===== src/design/mpc_pkg.sv =====
// shared constants, types and codes for the multiset permutation counter
// no dependencies
package mpc_pkg;

  localparam int DIGIT_COUNT   = 160;
  localparam int MAX_LETTERS   = 100;
  localparam int ALPHABET_SIZE = 26;
  localparam int GROUP_DIGITS  = 16;
  localparam int MAX_GROUPS    = 10;
  localparam int ALL_GROUPS    = (DIGIT_COUNT + GROUP_DIGITS - 1) / GROUP_DIGITS;
  localparam int OUT_GROUPS    = (ALL_GROUPS < MAX_GROUPS) ? ALL_GROUPS : MAX_GROUPS;

  localparam int CNTW  = 7;
  localparam int LW    = $clog2(ALPHABET_SIZE);
  localparam int IDXW  = $clog2(DIGIT_COUNT);
  localparam int OIDXW = $clog2(OUT_GROUPS * GROUP_DIGITS);
  localparam int GBITS = $clog2(GROUP_DIGITS);
  localparam int GRPW  = 4 * GROUP_DIGITS;

  localparam logic ALU_MUL = 1'b0;
  localparam logic ALU_SUB = 1'b1;

  typedef struct packed {
    logic [CNTW-1:0] total;
    logic            overflow;
  } cnt_status_t;

  typedef struct packed {
    logic            op;
    logic [3:0]      a;
    logic [3:0]      b;
    logic [CNTW-1:0] k;
    logic [CNTW-1:0] cin;
  } alu_in_t;

  typedef struct packed {
    logic [3:0]      digit;
    logic [CNTW-1:0] cout;
  } alu_out_t;

endpackage


===== src/design/mpc_ram.sv =====
// generic single write port, single registered read port memory
// no dependencies
module mpc_ram #(
  parameter int DEPTH = 16,
  parameter int WIDTH = 4
) (
  input  logic                     clk,
  input  logic                     we,
  input  logic [$clog2(DEPTH)-1:0] waddr,
  input  logic [WIDTH-1:0]         wdata,
  input  logic [$clog2(DEPTH)-1:0] raddr,
  output logic [WIDTH-1:0]         rdata
);

  logic [WIDTH-1:0] mem [DEPTH];

  always_ff @(posedge clk) begin
    if (we) begin
      mem[waddr] <= wdata;
    end
    rdata <= mem[raddr];
  end

endmodule


===== src/design/mpc_letter_count.sv =====
// per-letter counters, word total and overflow flag
// depends on mpc_pkg
module mpc_letter_count (
  input  logic                      clk,
  input  logic                      rst_n,
  input  logic                      inc,
  input  logic [4:0]                letter,
  input  logic                      clear,
  input  logic [mpc_pkg::LW-1:0]    rd_idx,
  output logic [mpc_pkg::CNTW-1:0]  rd_count,
  output mpc_pkg::cnt_status_t      status
);

  logic [mpc_pkg::CNTW-1:0] counts_r [mpc_pkg::ALPHABET_SIZE];
  logic [mpc_pkg::CNTW-1:0] total_r;
  logic                     ovf_r;

  always_ff @(posedge clk) begin
    if (!rst_n || clear) begin
      for (int a = 0; a < mpc_pkg::ALPHABET_SIZE; a++) begin
        counts_r[a] <= '0;
      end
      total_r <= '0;
      ovf_r   <= 1'b0;
    end else if (inc && (int'(letter) < mpc_pkg::ALPHABET_SIZE)) begin
      if (total_r >= mpc_pkg::CNTW'(mpc_pkg::MAX_LETTERS)) begin
        ovf_r <= 1'b1;
      end else begin
        total_r <= total_r + 1'b1;
        for (int a = 0; a < mpc_pkg::ALPHABET_SIZE; a++) begin
          if (int'(letter) == a) begin
            counts_r[a] <= counts_r[a] + 1'b1;
          end
        end
      end
    end
  end

  assign rd_count        = counts_r[rd_idx];
  assign status.total    = total_r;
  assign status.overflow = ovf_r;

endmodule


===== src/design/mpc_digit_alu.sv =====
// shared decimal digit unit: digit times small factor plus carry, or digit subtract with borrow
// depends on mpc_pkg
module mpc_digit_alu (
  input  mpc_pkg::alu_in_t  alu_i,
  output mpc_pkg::alu_out_t alu_o
);

  logic [10:0] v;
  logic [23:0] prod;
  logic [10:0] q;
  logic [10:0] r;
  logic [5:0]  t;

  always_comb begin
    v    = 11'(alu_i.a) * 11'(alu_i.k) + 11'(alu_i.cin);
    // divide by ten through reciprocal multiply
    prod = 24'(v) * 24'd6554;
    q    = 11'(prod >> 16);
    r    = v - 11'(q * 11'd10);
    t    = 6'(alu_i.a) - 6'(alu_i.b) - 6'(alu_i.cin[0]);
    if (alu_i.op == mpc_pkg::ALU_SUB) begin
      alu_o.digit = t[5] ? 4'(t + 6'd10) : t[3:0];
      alu_o.cout  = mpc_pkg::CNTW'(t[5]);
    end else begin
      alu_o.digit = r[3:0];
      alu_o.cout  = q[mpc_pkg::CNTW-1:0];
    end
  end

endmodule


===== src/design/mpc_engine.sv =====
// sequencer for factorial products, long division and group output over digit memories
// depends on mpc_pkg, mpc_ram, mpc_digit_alu
module mpc_engine (
  input  logic                          clk,
  input  logic                          rst_n,
  input  logic                          start,
  input  mpc_pkg::cnt_status_t          status,
  input  logic [mpc_pkg::CNTW-1:0]      cnt_rd,
  output logic [mpc_pkg::LW-1:0]        cnt_rd_idx,
  output logic                          clear,
  output logic                          busy,
  output logic                          out_tvalid,
  input  logic                          out_tready,
  output logic [mpc_pkg::GRPW-1:0]      out_tdata,
  output logic [0:0]                    out_tuser,
  output logic                          out_tlast
);

  localparam logic [3:0] S_IDLE  = 4'd0;
  localparam logic [3:0] S_INIT  = 4'd1;
  localparam logic [3:0] S_NEXT  = 4'd2;
  localparam logic [3:0] S_MUL   = 4'd3;
  localparam logic [3:0] S_CHK   = 4'd4;
  localparam logic [3:0] S_ZERO  = 4'd5;
  localparam logic [3:0] S_SHIFT = 4'd6;
  localparam logic [3:0] S_INS   = 4'd7;
  localparam logic [3:0] S_SUB   = 4'd8;
  localparam logic [3:0] S_QWR   = 4'd9;
  localparam logic [3:0] S_OLOAD = 4'd10;
  localparam logic [3:0] S_OSEND = 4'd11;

  localparam logic [mpc_pkg::IDXW-1:0]  IDX_LAST  = mpc_pkg::IDXW'(mpc_pkg::DIGIT_COUNT - 1);
  localparam logic [mpc_pkg::LW-1:0]    LIDX_LAST = mpc_pkg::LW'(mpc_pkg::ALPHABET_SIZE - 1);
  localparam logic [mpc_pkg::OIDXW-1:0] OTOP      =
    mpc_pkg::OIDXW'(mpc_pkg::OUT_GROUPS * mpc_pkg::GROUP_DIGITS - 1);

  logic [3:0]                  state_r, state_nxt;
  logic [mpc_pkg::IDXW-1:0]    rd_idx_r, rd_idx_nxt, d_idx_r, d_idx_nxt;
  logic                        iss_r, iss_nxt, dv_r, dv_nxt;
  logic [mpc_pkg::CNTW-1:0]    carry_r, carry_nxt;
  logic                        phase_den_r, phase_den_nxt;
  logic [mpc_pkg::LW-1:0]      lidx_r, lidx_nxt;
  logic [7:0]                  k_r, k_nxt;
  logic                        cb_r, cb_nxt;
  logic [3:0]                  top_r, top_nxt, q_r, q_nxt;
  logic [mpc_pkg::IDXW-1:0]    i_r, i_nxt;
  logic                        big_r, big_nxt, src_num_r, src_num_nxt;
  logic [mpc_pkg::OIDXW-1:0]   oidx_r, oidx_nxt, od_idx_r, od_idx_nxt;
  logic                        ois_r, ois_nxt, odv_r, odv_nxt, od_inr_r, od_inr_nxt;
  logic [mpc_pkg::GRPW-1:0]    grp_r, grp_nxt;
  logic                        started_r, started_nxt;
  logic                        out_valid_r, out_valid_nxt, out_last_r, out_last_nxt;
  logic                        out_ovf_r, out_ovf_nxt;
  logic [mpc_pkg::GRPW-1:0]    out_data_r, out_data_nxt;

  logic                        start_pass, start_out, pass_st, pass_done, in_div;
  logic [8:0]                  lim;
  logic [3:0]                  odigit;

  logic                        num_we, den_we, rem_we, rem_wbank, quo_we;
  logic [mpc_pkg::IDXW-1:0]    num_waddr, rem_waddr, num_raddr, oaddr;
  logic [3:0]                  num_wdata, rem_wdata;
  logic [3:0]                  num_q, den_q, rem0_q, rem1_q, rem_q, quo_q;

  mpc_pkg::alu_in_t            alu_i;
  mpc_pkg::alu_out_t           alu_o;

  mpc_digit_alu u_alu (.alu_i(alu_i), .alu_o(alu_o));

  mpc_ram #(.DEPTH(mpc_pkg::DIGIT_COUNT), .WIDTH(4)) u_num (
    .clk(clk), .we(num_we), .waddr(num_waddr), .wdata(num_wdata),
    .raddr(num_raddr), .rdata(num_q));
  mpc_ram #(.DEPTH(mpc_pkg::DIGIT_COUNT), .WIDTH(4)) u_den (
    .clk(clk), .we(den_we), .waddr(num_waddr), .wdata(num_wdata),
    .raddr(rd_idx_r), .rdata(den_q));
  mpc_ram #(.DEPTH(mpc_pkg::DIGIT_COUNT), .WIDTH(4)) u_rem0 (
    .clk(clk), .we(rem_we && !rem_wbank), .waddr(rem_waddr), .wdata(rem_wdata),
    .raddr(rd_idx_r), .rdata(rem0_q));
  mpc_ram #(.DEPTH(mpc_pkg::DIGIT_COUNT), .WIDTH(4)) u_rem1 (
    .clk(clk), .we(rem_we && rem_wbank), .waddr(rem_waddr), .wdata(rem_wdata),
    .raddr(rd_idx_r), .rdata(rem1_q));
  mpc_ram #(.DEPTH(mpc_pkg::DIGIT_COUNT), .WIDTH(4)) u_quo (
    .clk(clk), .we(quo_we), .waddr(i_r), .wdata(q_r),
    .raddr(oaddr), .rdata(quo_q));

  assign rem_q     = cb_r ? rem1_q : rem0_q;
  assign in_div    = (state_r == S_SHIFT) || (state_r == S_INS);
  assign oaddr     = mpc_pkg::IDXW'(32'(oidx_r));
  assign num_raddr = (state_r == S_OLOAD) ? oaddr : (in_div ? i_r : rd_idx_r);
  assign pass_st   = (state_r == S_INIT) || (state_r == S_MUL) || (state_r == S_CHK) ||
                     (state_r == S_ZERO) || (state_r == S_SHIFT) || (state_r == S_SUB);
  assign pass_done = dv_r && (d_idx_r == IDX_LAST);
  assign lim       = phase_den_r ? 9'(cnt_rd) : 9'(status.total);
  assign odigit    = od_inr_r ? (src_num_r ? num_q : quo_q) : 4'd0;

  assign cnt_rd_idx = lidx_r;
  assign busy       = (state_r != S_IDLE);
  assign out_tvalid = out_valid_r;
  assign out_tdata  = out_data_r;
  assign out_tuser  = out_ovf_r;
  assign out_tlast  = out_last_r;

  always_comb begin
    alu_i.op  = (state_r == S_SUB) ? mpc_pkg::ALU_SUB : mpc_pkg::ALU_MUL;
    alu_i.a   = (state_r == S_SUB) ? rem_q : (phase_den_r ? den_q : num_q);
    alu_i.b   = den_q;
    alu_i.k   = k_r[mpc_pkg::CNTW-1:0];
    alu_i.cin = carry_r;
  end

  always_comb begin
    state_nxt     = state_r;
    rd_idx_nxt    = rd_idx_r;
    d_idx_nxt     = d_idx_r;
    iss_nxt       = iss_r;
    dv_nxt        = dv_r;
    carry_nxt     = carry_r;
    phase_den_nxt = phase_den_r;
    lidx_nxt      = lidx_r;
    k_nxt         = k_r;
    cb_nxt        = cb_r;
    top_nxt       = top_r;
    q_nxt         = q_r;
    i_nxt         = i_r;
    big_nxt       = big_r;
    src_num_nxt   = src_num_r;
    oidx_nxt      = oidx_r;
    od_idx_nxt    = od_idx_r;
    ois_nxt       = ois_r;
    odv_nxt       = odv_r;
    od_inr_nxt    = od_inr_r;
    grp_nxt       = grp_r;
    started_nxt   = started_r;
    out_valid_nxt = out_valid_r;
    out_last_nxt  = out_last_r;
    out_ovf_nxt   = out_ovf_r;
    out_data_nxt  = out_data_r;
    start_pass    = 1'b0;
    start_out     = 1'b0;
    clear         = 1'b0;
    num_we        = 1'b0;
    den_we        = 1'b0;
    num_waddr     = d_idx_r;
    num_wdata     = alu_o.digit;
    rem_we        = 1'b0;
    rem_wbank     = !cb_r;
    rem_waddr     = d_idx_r;
    rem_wdata     = alu_o.digit;
    quo_we        = 1'b0;

    if (pass_st) begin
      if (iss_r) begin
        rd_idx_nxt = rd_idx_r + 1'b1;
        if (rd_idx_r == IDX_LAST) begin
          iss_nxt = 1'b0;
        end
      end
      dv_nxt    = iss_r;
      d_idx_nxt = rd_idx_r;
      if (dv_r) begin
        carry_nxt = alu_o.cout;
      end
    end

    unique case (state_r)
      S_IDLE: begin
        if (start) begin
          state_nxt  = S_INIT;
          start_pass = 1'b1;
        end
      end
      S_INIT: begin
        num_wdata = (d_idx_r == '0) ? 4'd1 : 4'd0;
        num_we    = dv_r;
        den_we    = dv_r;
        if (pass_done) begin
          phase_den_nxt = 1'b0;
          k_nxt         = 8'd2;
          state_nxt     = S_NEXT;
        end
      end
      S_NEXT: begin
        if (9'(k_r) <= lim) begin
          state_nxt  = S_MUL;
          start_pass = 1'b1;
        end else if (!phase_den_r) begin
          phase_den_nxt = 1'b1;
          lidx_nxt      = '0;
          k_nxt         = 8'd2;
        end else if (lidx_r == LIDX_LAST) begin
          big_nxt    = 1'b0;
          state_nxt  = S_CHK;
          start_pass = 1'b1;
        end else begin
          lidx_nxt = lidx_r + 1'b1;
          k_nxt    = 8'd2;
        end
      end
      S_MUL: begin
        num_we = dv_r && !phase_den_r;
        den_we = dv_r && phase_den_r;
        if (pass_done) begin
          k_nxt     = k_r + 1'b1;
          state_nxt = S_NEXT;
        end
      end
      S_CHK: begin
        if (dv_r) begin
          big_nxt = big_r | ((d_idx_r != '0) ? (den_q != 4'd0) : (den_q > 4'd1));
        end
        if (pass_done) begin
          if (big_nxt) begin
            i_nxt      = IDX_LAST;
            state_nxt  = S_ZERO;
            start_pass = 1'b1;
          end else begin
            src_num_nxt = 1'b1;
            start_out   = 1'b1;
            state_nxt   = S_OLOAD;
          end
        end
      end
      S_ZERO: begin
        rem_we    = dv_r;
        rem_wbank = cb_r;
        rem_wdata = 4'd0;
        if (pass_done) begin
          q_nxt      = 4'd0;
          state_nxt  = S_SHIFT;
          start_pass = 1'b1;
        end
      end
      S_SHIFT: begin
        rem_we    = dv_r && (d_idx_r != IDX_LAST);
        rem_waddr = d_idx_r + 1'b1;
        rem_wdata = rem_q;
        if (pass_done) begin
          top_nxt   = rem_q;
          cb_nxt    = !cb_r;
          state_nxt = S_INS;
        end
      end
      S_INS: begin
        rem_we     = 1'b1;
        rem_wbank  = cb_r;
        rem_waddr  = '0;
        rem_wdata  = num_q;
        state_nxt  = S_SUB;
        start_pass = 1'b1;
      end
      S_SUB: begin
        rem_we = dv_r;
        if (pass_done) begin
          if ((top_r != 4'd0) || !alu_o.cout[0]) begin
            cb_nxt     = !cb_r;
            top_nxt    = top_r - 4'(alu_o.cout[0]);
            q_nxt      = q_r + 1'b1;
            start_pass = 1'b1;
          end else begin
            state_nxt = S_QWR;
          end
        end
      end
      S_QWR: begin
        quo_we = 1'b1;
        if (i_r == '0) begin
          src_num_nxt = 1'b0;
          start_out   = 1'b1;
          state_nxt   = S_OLOAD;
        end else begin
          i_nxt      = i_r - 1'b1;
          q_nxt      = 4'd0;
          state_nxt  = S_SHIFT;
          start_pass = 1'b1;
        end
      end
      S_OLOAD: begin
        if (ois_r) begin
          oidx_nxt = oidx_r - 1'b1;
          if (oidx_r[mpc_pkg::GBITS-1:0] == '0) begin
            ois_nxt = 1'b0;
          end
        end
        odv_nxt    = ois_r;
        od_idx_nxt = oidx_r;
        od_inr_nxt = (32'(oidx_r) < mpc_pkg::DIGIT_COUNT);
        if (odv_r) begin
          grp_nxt = {grp_r[mpc_pkg::GRPW-5:0], odigit};
          if (od_idx_r[mpc_pkg::GBITS-1:0] == '0) begin
            odv_nxt = 1'b0;
            if ((grp_nxt == '0) && !started_r && (32'(od_idx_r) >= mpc_pkg::GROUP_DIGITS)) begin
              ois_nxt = 1'b1;
            end else begin
              out_data_nxt  = grp_nxt;
              out_last_nxt  = (32'(od_idx_r) < mpc_pkg::GROUP_DIGITS);
              out_ovf_nxt   = status.overflow;
              out_valid_nxt = 1'b1;
              started_nxt   = 1'b1;
              state_nxt     = S_OSEND;
            end
          end
        end
      end
      S_OSEND: begin
        if (out_tready) begin
          out_valid_nxt = 1'b0;
          if (out_last_r) begin
            clear     = 1'b1;
            state_nxt = S_IDLE;
          end else begin
            ois_nxt   = 1'b1;
            state_nxt = S_OLOAD;
          end
        end
      end
      default: begin
        state_nxt = S_IDLE;
      end
    endcase

    if (start_pass) begin
      rd_idx_nxt = '0;
      iss_nxt    = 1'b1;
      dv_nxt     = 1'b0;
      carry_nxt  = '0;
    end
    if (start_out) begin
      oidx_nxt    = OTOP;
      ois_nxt     = 1'b1;
      odv_nxt     = 1'b0;
      started_nxt = 1'b0;
    end
  end

  always_ff @(posedge clk) begin
    if (!rst_n) begin
      state_r     <= S_IDLE;
      iss_r       <= 1'b0;
      dv_r        <= 1'b0;
      ois_r       <= 1'b0;
      odv_r       <= 1'b0;
      out_valid_r <= 1'b0;
      cb_r        <= 1'b0;
    end else begin
      state_r     <= state_nxt;
      iss_r       <= iss_nxt;
      dv_r        <= dv_nxt;
      ois_r       <= ois_nxt;
      odv_r       <= odv_nxt;
      out_valid_r <= out_valid_nxt;
      cb_r        <= cb_nxt;
    end
  end

  always_ff @(posedge clk) begin
    rd_idx_r    <= rd_idx_nxt;
    d_idx_r     <= d_idx_nxt;
    carry_r     <= carry_nxt;
    phase_den_r <= phase_den_nxt;
    lidx_r      <= lidx_nxt;
    k_r         <= k_nxt;
    top_r       <= top_nxt;
    q_r         <= q_nxt;
    i_r         <= i_nxt;
    big_r       <= big_nxt;
    src_num_r   <= src_num_nxt;
    oidx_r      <= oidx_nxt;
    od_idx_r    <= od_idx_nxt;
    od_inr_r    <= od_inr_nxt;
    grp_r       <= grp_nxt;
    started_r   <= started_nxt;
    out_last_r  <= out_last_nxt;
    out_ovf_r   <= out_ovf_nxt;
    out_data_r  <= out_data_nxt;
  end

endmodule


===== src/design/multiset_permutation_count_top.sv =====
// letter item: taken while the sequencer is idle, and in_tready stays high after it
// end item: one pass over all digits per factor multiply, then per quotient digit one
// remainder shift pass over all digits, up to 10 trial subtract passes and a store of the digit,
// then a scan of each skipped leading group and of each sent group plus out_tready stalls;
// the shared digit unit handles one digit per cycle
// rst_n is synchronous active low and clears all counts, the flag and the sequencer
// depends on mpc_pkg, mpc_letter_count, mpc_engine
module multiset_permutation_count_top (
  input  logic        clk,
  input  logic        rst_n,
  input  logic        in_tvalid,
  output logic        in_tready,
  input  logic [7:0]  in_tdata,   // [4:0] letter
  input  logic        in_tlast,
  output logic        out_tvalid,
  input  logic        out_tready,
  output logic [63:0] out_tdata,  // [63:0] digit_group
  output logic [0:0]  out_tuser,  // [0] overflow
  output logic        out_tlast
);

  logic                     in_xfer, busy, clear;
  logic [mpc_pkg::LW-1:0]   cnt_rd_idx;
  logic [mpc_pkg::CNTW-1:0] cnt_rd;
  mpc_pkg::cnt_status_t     status;

  assign in_tready = !busy;
  assign in_xfer   = in_tvalid && in_tready;

  mpc_letter_count u_cnt (
    .clk(clk), .rst_n(rst_n),
    .inc(in_xfer && !in_tlast), .letter(in_tdata[4:0]),
    .clear(clear), .rd_idx(cnt_rd_idx), .rd_count(cnt_rd), .status(status));

  mpc_engine u_eng (
    .clk(clk), .rst_n(rst_n),
    .start(in_xfer && in_tlast), .status(status),
    .cnt_rd(cnt_rd), .cnt_rd_idx(cnt_rd_idx), .clear(clear), .busy(busy),
    .out_tvalid(out_tvalid), .out_tready(out_tready), .out_tdata(out_tdata),
    .out_tuser(out_tuser), .out_tlast(out_tlast));

endmodule


===== config.mk =====
export PLATFORM = sky130hd
export DESIGN_NAME = multiset_permutation_count_top
export DESIGN_NICKNAME = d
export VERILOG_FILES = /design/src/design/mpc_pkg.sv /design/src/design/mpc_ram.sv /design/src/design/mpc_letter_count.sv /design/src/design/mpc_digit_alu.sv /design/src/design/mpc_engine.sv /design/src/design/multiset_permutation_count_top.sv
export SDC_FILE = /design/constraint.sdc
export NUM_CORES = 2
export LEC_CHECK = 0
export BUFFER_PORTS_ARGS = -buffer_cell sky130_fd_sc_hd__buf_2
export CAP_MARGIN = 30
export CORE_MARGIN = 2
export CORE_UTILIZATION = 57
export CTS_BUF_LIST = sky130_fd_sc_hd__clkbuf_16
export CTS_CLUSTER_DIAMETER = 150
export CTS_CLUSTER_SIZE = 8
export DETAILED_ROUTE_END_ITERATION = 10
export PLACE_DENSITY_LB_ADDON = 0.2
export SYNTH_ARGS = -nofsm -noshare
export SYNTH_HDL_FRONTEND = slang
export SYNTH_SLANG_ARGS = --single-unit

===== constraint.sdc =====
create_clock -name clk -period 23.2 [get_ports clk]
set_input_delay 4.64 -clock clk [delete_from_list [all_inputs] [get_ports clk]]
set_output_delay 4.64 -clock clk [all_outputs]
set_load 0.05 [all_outputs]

# After elaboration in Yosys (flattened, before gate mapping)
# Memories as Yosys holds them, arrays and structs flattened. A register that Yosys moved wholly into a read port is not among the register bits.
# Index checks and enable logic that the tools add are counted.
# op_classes
n_addsub,40
n_mul,3
n_lt_le_gt_ge,7
n_eq_ne,67
mux,284
bitwise,31
reduce_logical,71
# ops
cell,count
1-bit 2-to-1 mux,194
7-bit by 1-bit adder with 7-bit output (second input constant),27
7-bit 2-to-1 mux,27
4-bit 2-to-1 mux,31
5-bit equality test (second input constant),17
8-bit 2-to-1 mux,10
64-bit zero test,1
4-bit one-hot mux with 11 select lines,1
8-bit one-hot mux with 2 select lines,2
5-bit by 4-bit equality test with 1-bit output (second input constant),6
1-bit bitwise OR,27
8-bit by 1-bit adder with 8-bit output (second input constant),3
2-bit by 1-bit inequality test with 1-bit output (second input constant),12
4-bit one-hot mux with 3 select lines,2
8-bit one-hot mux with 3 select lines,1
11-bit by 12-bit multiplier with 23-bit output (second input constant),1
2-bit inequality test (second input constant),10
4-bit AND reduction,5
1-bit one-hot mux with 2 select lines,9
4-bit by 3-bit equality test with 1-bit output (second input constant),4
4-bit equality test (second input constant),4
8-bit equality test (second input constant),2
8-bit zero test,2
8-bit by 1-bit subtractor with 8-bit output (second input constant),2
45 further kinds,103
# totals
regBits,217
ramBits,3382
input_bits,13
elab_cells,537
n_memories,6
# mem_list
name,words,width,read_ports,rd_ports_with_merged_regs,wr,line_no,source
u_eng.u_den.mem,160,4,1,1,1,mpc_ram.sv:15,logic [WIDTH-1:0] mem [DEPTH];
u_eng.u_num.mem,160,4,1,1,1,mpc_ram.sv:15,
u_eng.u_quo.mem,160,4,1,1,1,mpc_ram.sv:15,
u_eng.u_rem0.mem,160,4,1,1,1,mpc_ram.sv:15,
u_eng.u_rem1.mem,160,4,1,1,1,mpc_ram.sv:15,
u_cnt.counts_r,26,7,27,1,26,mpc_letter_count.sv:14,logic [mpc_pkg::CNTW-1:0] counts_r [mpc_pkg::ALPHABET_SIZE];

# Logic depth before layout (Yosys ltp)
# depth
ltp_word,14
mapped_depth,44
depth_no_buf,42

# Cells and area by module
# Synthesis repeated with hierarchy kept, for this count alone.
# hier_totals
hier_cells,9534
hier_area_um2,156138.5
# by_module_without_submodules
module,n_inst,cells_per_inst,area_per_inst_um2,seq_area_each_um2
mpc_ram,5,1495,26544.2,19298.5
mpc_letter_count,1,959,10767.8,5625.4
mpc_engine,1,698,9107.5,5935.7
mpc_digit_alu,1,399,3522.1,0.0
multiset_permutation_count_top,1,3,20.0,0.0

# Worst setup path after synthesis
# Ideal clock, no wire load.
# synth_path
path_type,flip-flop to flip-flop
startpoint,register u_eng.state_r[1]
endpoint,"memory u_eng.u_den.mem[0][3], data pin"
setup_ps,2755
arrival_time_ps,22320
t_required_ps,20445
setup_slack_ps,-1875
path_stages_with_launch,42
path_buffers,3
path_cell_list,dfxtp_1 buf_2 buf_1 nor3_1 clkbuf_1 a211oi_1 a21oi_1 and2_1 fa_1 fa_1 inv_1 fa_1 inv_1 ha_1 inv_1 o21bai_1 a21oi_1 o21bai_1 (+6 left out) fa_1 inv_1 fa_1 inv_1 fa_1 inv_1 ha_1 o21a_1 and3_1 a211oi_1 xnor2_1 ha_1 fa_1 xor2_1 xnor2_1 xnor2_1 xnor2_1 a211oi_1
# synth_between
elab_chain_cells,9
# synth_rtl
element,line_no,source
from (decl),mpc_engine.sv:37,"logic [3:0] state_r, state_nxt;"
from (signal assigned),mpc_engine.sv:345,state_r <= state_nxt;
4-bit equality test,"mpc_engine.sv:104, mpc_engine.sv:105",
4-bit 2-to-1 mux,mpc_engine.sv:105,alu_i.a = (state_r == S_SUB) ? rem_q : (phase_den_r ? den_q : num_q);
4-bit by 7-bit multiplier with 11-bit output,mpc_digit_alu.sv:15,v = 11'(alu_i.a) * 11'(alu_i.k) + 11'(alu_i.cin);
11-bit by 7-bit adder with 11-bit output,mpc_digit_alu.sv:15,
11-bit by 12-bit multiplier with 23-bit output,mpc_digit_alu.sv:17,prod = 24'(v) * 24'd6554;
8-bit by 3-bit multiplier with 3-bit output,mpc_digit_alu.sv:19,r = v - 11'(q * 11'd10);
4-bit subtractor,mpc_digit_alu.sv:19,
11-bit 2-to-1 mux,mpc_digit_alu.sv:21,if (alu_i.op == mpc_pkg::ALU_SUB) begin
4-bit 2-to-1 mux *,mpc_engine.sv:165,unique case (state_r)
net u_eng.num_wdata[3],mpc_engine.sv:62,"logic [3:0] num_wdata, rem_wdata;"
to (decl),mpc_ram.sv:15,
# The timed path passes the listed nets; every way through them passes the cells marked *.

# Final worst setup path
# layout_path
startpoint,register u_eng.state_r[3]
endpoint,"memory u_eng.u_rem1.mem[52][2], data pin"
# layout_between
elab_chain_cells,9
# layout_rtl
element,line_no
4-bit equality test,"mpc_engine.sv:104, mpc_engine.sv:105"
4-bit 2-to-1 mux,mpc_engine.sv:105
4-bit by 7-bit multiplier with 11-bit output,mpc_digit_alu.sv:15
11-bit by 7-bit adder with 11-bit output,mpc_digit_alu.sv:15
11-bit by 12-bit multiplier with 23-bit output,mpc_digit_alu.sv:17
8-bit by 3-bit multiplier with 3-bit output,mpc_digit_alu.sv:19
4-bit subtractor,mpc_digit_alu.sv:19
11-bit 2-to-1 mux,mpc_digit_alu.sv:21
4-bit one-hot mux with 3 select lines *,mpc_engine.sv:165
net u_eng.rem_wdata[2],mpc_engine.sv:62
to (decl),mpc_ram.sv:15
# Marked as above.

==> metrics.txt <==
# TYPE chip_impl_metric gauge
chip_impl_info{name="outcome",value="finished, final reports clean"} 1
chip_impl_metric{name="gp_congestion",unit=""} 0.875
chip_impl_metric{name="post-route-worst-setup-slack",unit="ps"} 9050
chip_impl_metric{name="initial_core_util",unit=""} 0.572
chip_impl_info{name="timing.hold.worst.class",value="register to register"} 1
chip_impl_info{name="cts_root_buffer",value="clkbuf_16"} 1
chip_impl_metric{name="floorplan.core_area",unit="sq um"} 262000
chip_impl_metric{name="number_of_library_cell_types_mapped_by_synthesis",unit=""} 74
chip_impl_info{name="timing.critical_path.slowest_stage_cell",value="buf_4"} 1
chip_impl_metric{name="global_route.overflow_total",unit=""} 0
chip_impl_metric{name="dp_worst_setup_slack",unit="ps"} 9200
chip_impl_metric{name="std_cell_rows",unit=""} 188
chip_impl_metric{name="wl_per_cell",unit="um"} 28.3
chip_impl_metric{name="fmax",unit="GHz"} 0.0707
chip_impl_metric{name="syn-num-nets",unit=""} 8678
chip_impl_metric{name="timing.clock.skew",unit="ps"} 62.1
chip_impl_metric{name="final.min_clock_period",unit="ps"} 14150
chip_impl_metric{name="drt-total-wl",unit="mm"} 351
chip_impl_metric{name="yosys-mux-area-fraction",unit=""} 0.146
chip_impl_metric{name="synth_adder_area_share",unit=""} 0.0184
chip_impl_metric{name="maximum_number_of_pins_on_one_net_before_global_route_repair",unit=""} 241
chip_impl_info{name="crit_top_cell",value="fa_1"} 1
chip_impl_metric{name="syn2layout_area_growth",unit="%"} 12.9
chip_impl_metric{name="via_count",unit=""} 79100
chip_impl_metric{name="die-width",unit="um"} 517
chip_impl_metric{name="clock_tree.buffer_depth",unit=""} 4
chip_impl_metric{name="worst-endpoint-arrival",unit="ps"} 14830
chip_impl_metric{name="dr.first_iter.drc_count",unit=""} 8728
chip_impl_metric{name="place_hpwl",unit="mm"} 207
chip_impl_metric{name="synthesis.instances",unit=""} 8474
chip_impl_metric{name="critical_path_required",unit="ps"} 23880
chip_impl_info{name="crit_path_end_kind",value="register"} 1
chip_impl_metric{name="hold_viol",unit=""} 0
chip_impl_metric{name="synth_simple_gate_area_frac",unit=""} 0.0636
chip_impl_metric{name="die_area",unit="sq um"} 267000
chip_impl_info{name="cts_tree",value="built"} 1
chip_impl_metric{name="vias_per_cell",unit=""} 6.38
chip_impl_info{name="final_common_cell",value="edfxtp_1"} 1
chip_impl_metric{name="final.fill_count",unit=""} 17400
chip_impl_metric{name="grt_use_total",unit=""} 0.263
chip_impl_metric{name="synth-edff-count",unit=""} 3557
chip_impl_metric{name="clock_latency",unit="ps"} 1010
chip_impl_metric{name="report.final.setup_viol",unit=""} 0
chip_impl_metric{name="fp.dieH",unit="um"} 517
chip_impl_metric{name="place.port_buffers",unit=""} 77
chip_impl_metric{name="worstMarginPinSlew",unit="ps"} 1180
chip_impl_info{name="main_combinational_cell_family_by_area_after_synthesis",value="multiplexers"} 1
chip_impl_metric{name="number_of_antenna_violations_at_the_first_check_in_global_routing",unit=""} 3
chip_impl_metric{name="htree_levels",unit=""} 6
chip_impl_metric{name="synth-seq-area-share",unit=""} 0.722
chip_impl_info{name="synth-main-ff-cell",value="edfxtp_1"} 1
chip_impl_metric{name="grt_pass1_wl",unit="mm"} 522
chip_impl_metric{name="first_global_vias",unit=""} 80900
chip_impl_info{name="worstSetupPathType",value="register to register"} 1
chip_impl_metric{name="post_synth_instance_area",unit="sq um"} 150000
chip_impl_metric{name="remaining_drc_errors",unit=""} 0
chip_impl_metric{name="postCtsHoldBufs",unit=""} 0
chip_impl_metric{name="ys_seq_elements",unit=""} 3624
chip_impl_metric{name="slew_viol_final",unit=""} 0
chip_impl_metric{name="clk_transition_reported_paths",unit="ps"} 60
chip_impl_metric{name="yosys.area_share.xor_xnor",unit=""} 0.0116
chip_impl_metric{name="worst_slew_margin_rel",unit=""} 0.212
chip_impl_metric{name="post_synth.cell_area_avg",unit="sq um"} 17.7
chip_impl_metric{name="synthesis.yosys.warnings",unit=""} 0
chip_impl_metric{name="cts_buffers",unit=""} 522
chip_impl_metric{name="seqCellArea",unit="sq um"} 108000
chip_impl_metric{name="post_route_cells_drive_above_1_share",unit=""} 0.204
chip_impl_metric{name="cpPeakStageDelay",unit="ps"} 750
chip_impl_metric{name="synth_compound_area_frac",unit=""} 0.0198
chip_impl_metric{name="multiInputGateArea",unit="sq um"} 39200
chip_impl_info{name="setup_repair_after_global_routing_missed_its_margin",value="false"} 1
chip_impl_metric{name="detail_route.first_pass.iterations",unit=""} 5
chip_impl_metric{name="crit_fanout",unit=""} 80
chip_impl_info{name="timing.critical_path.from_type",value="register"} 1
chip_impl_metric{name="i_o_pin_count",unit=""} 81
chip_impl_metric{name="timing.max_cap.violations",unit=""} 0
chip_impl_metric{name="drt.antenna.violating_nets",unit=""} 0
chip_impl_info{name="most_used_cells_in_the_layout_excluding_fill_and_tap_cells",value="edfxtp_1, nor2_1, mux4_2"} 1
chip_impl_metric{name="cts_sinks",unit=""} 3624
chip_impl_metric{name="async_reset_ff_frac",unit=""} 0
chip_impl_metric{name="cts_resized",unit=""} 0
chip_impl_metric{name="period_share",unit=""} 0.610
chip_impl_metric{name="cts.repair_timing.setup_buffer_count",unit=""} 0
chip_impl_metric{name="timing.hold.ws",unit="ps"} 455
chip_impl_metric{name="design.final.nets",unit=""} 8981
chip_impl_metric{name="tns",unit="ps"} 0
## routing by layer
metal	vias up	track usage	share of wire
met4	0	0.0900	0.034
met3	641	0.0416	0.081
met5	-	0	0
met2	3787	0.427	0.49
met1	41000	0.369	0.39
li1	33600	-	-
## final timing paths
check | slack (ps) | depth (start not counted) | to | startpoint
hold reg to reg | 450 | 0 | u_eng.out_tdata[62] | u_eng.grp_r[58]
setup reg to reg | 9050 | 43 | u_eng.u_rem1.mem[52][2] | u_eng.state_r[3]
setup / recovery | 9050 | 43 | u_eng.u_rem1.mem[52][2] | u_eng.state_r[3]
hold / removal | 450 | 0 | u_eng.out_tdata[62] | u_eng.grp_r[58]
## worst max-delay path: cells and delay by family (launching register included)
family / cells / cell delay, ps
AO/OA/AOI/OAI: 12 / 3440
buffers and inverters: 12 / 3010
flip-flops: 1 / 630
XOR/XNOR: 2 / 540
adder cells (fa/ha/maj): 12 / 5070
AND/OR/NAND/NOR: 5 / 910
## cell usage after synthesis, types with 23 or more instances
cell	count	share of area
nand4_1	23	0.00096
and2_1	32	0.0013
nand2_1	630	0.016
nor3_1	41	0.0014
o21ai_0	60	0.0020
and3_1	51	0.0021
mux2i_1	194	0.013
a211oi_1	32	0.0016
nand3_1	207	0.0069
a31oi_1	27	0.0011
nor2_1	1112	0.028
edfxtp_1	3557	0.71
inv_1	145	0.0036
xnor2_1	109	0.0064
nor4_1	60	0.0025
buf_1	54	0.0014
xor2_1	90	0.0053
ha_1	142	0.012
mux4_2	881	0.13
nor2b_1	50	0.0021
clkbuf_1	287	0.0072
dfxtp_1	67	0.0090
o22ai_1	42	0.0018
fa_1	49	0.0066
buf_2	114	0.0038
a21oi_1	203	0.0068
## sequential cells by signal, summed over array words and instances, names as in the netlist, 60 cells and up, named ones only
| signal | cells |
|---|---|
| u_eng.u_den.mem | 640 |
| u_eng.u_num.mem | 640 |
| u_eng.u_quo.mem | 640 |
| u_eng.u_rem0.mem | 640 |
| u_eng.u_rem1.mem | 640 |
| u_cnt.counts_r | 182 |
| u_eng.out_tdata | 64 |
| u_eng.grp_r | 60 |
## final cells by class
class / instances / share of cell area
sequential: 3624 / 0.640
multi-input combinational: 4219 / 0.232
clock buffer: 532 / 0.0788
tap: 3515 / 0.0260
timing repair buffer: 263 / 0.0134
clock inverter: 88 / 0.00628
inverter: 147 / 0.00327
antenna: 5 / 0.0000740
## cell families after synthesis
group	Yosys count
AO/OA/AOI/OAI	483
XOR/XNOR	199
adder cells (fa/ha/maj)	191
buffers and inverters	631
flip-flops	3624
multiplexers	1086
AND/OR/NAND/NOR	2260
## through the flow
| step | cells | area [sq um] | utilization |
|---|---|---|---|
| after detailed placement | 11700 | 154000 | 0.589 |
| after floorplan | 8474 | 150000 | - |
| after global placement | 11700 | 154000 | 0.588 |
| after CTS | 12400 | 169000 | 0.644 |
| final | 12400 | 169000 | 0.645 |
| after global routing | 12400 | 169000 | 0.645 |
Power is left out: the tool's default activity adds up to more than one toggle a clock period on the data nets, which glitch-free logic cannot reach.
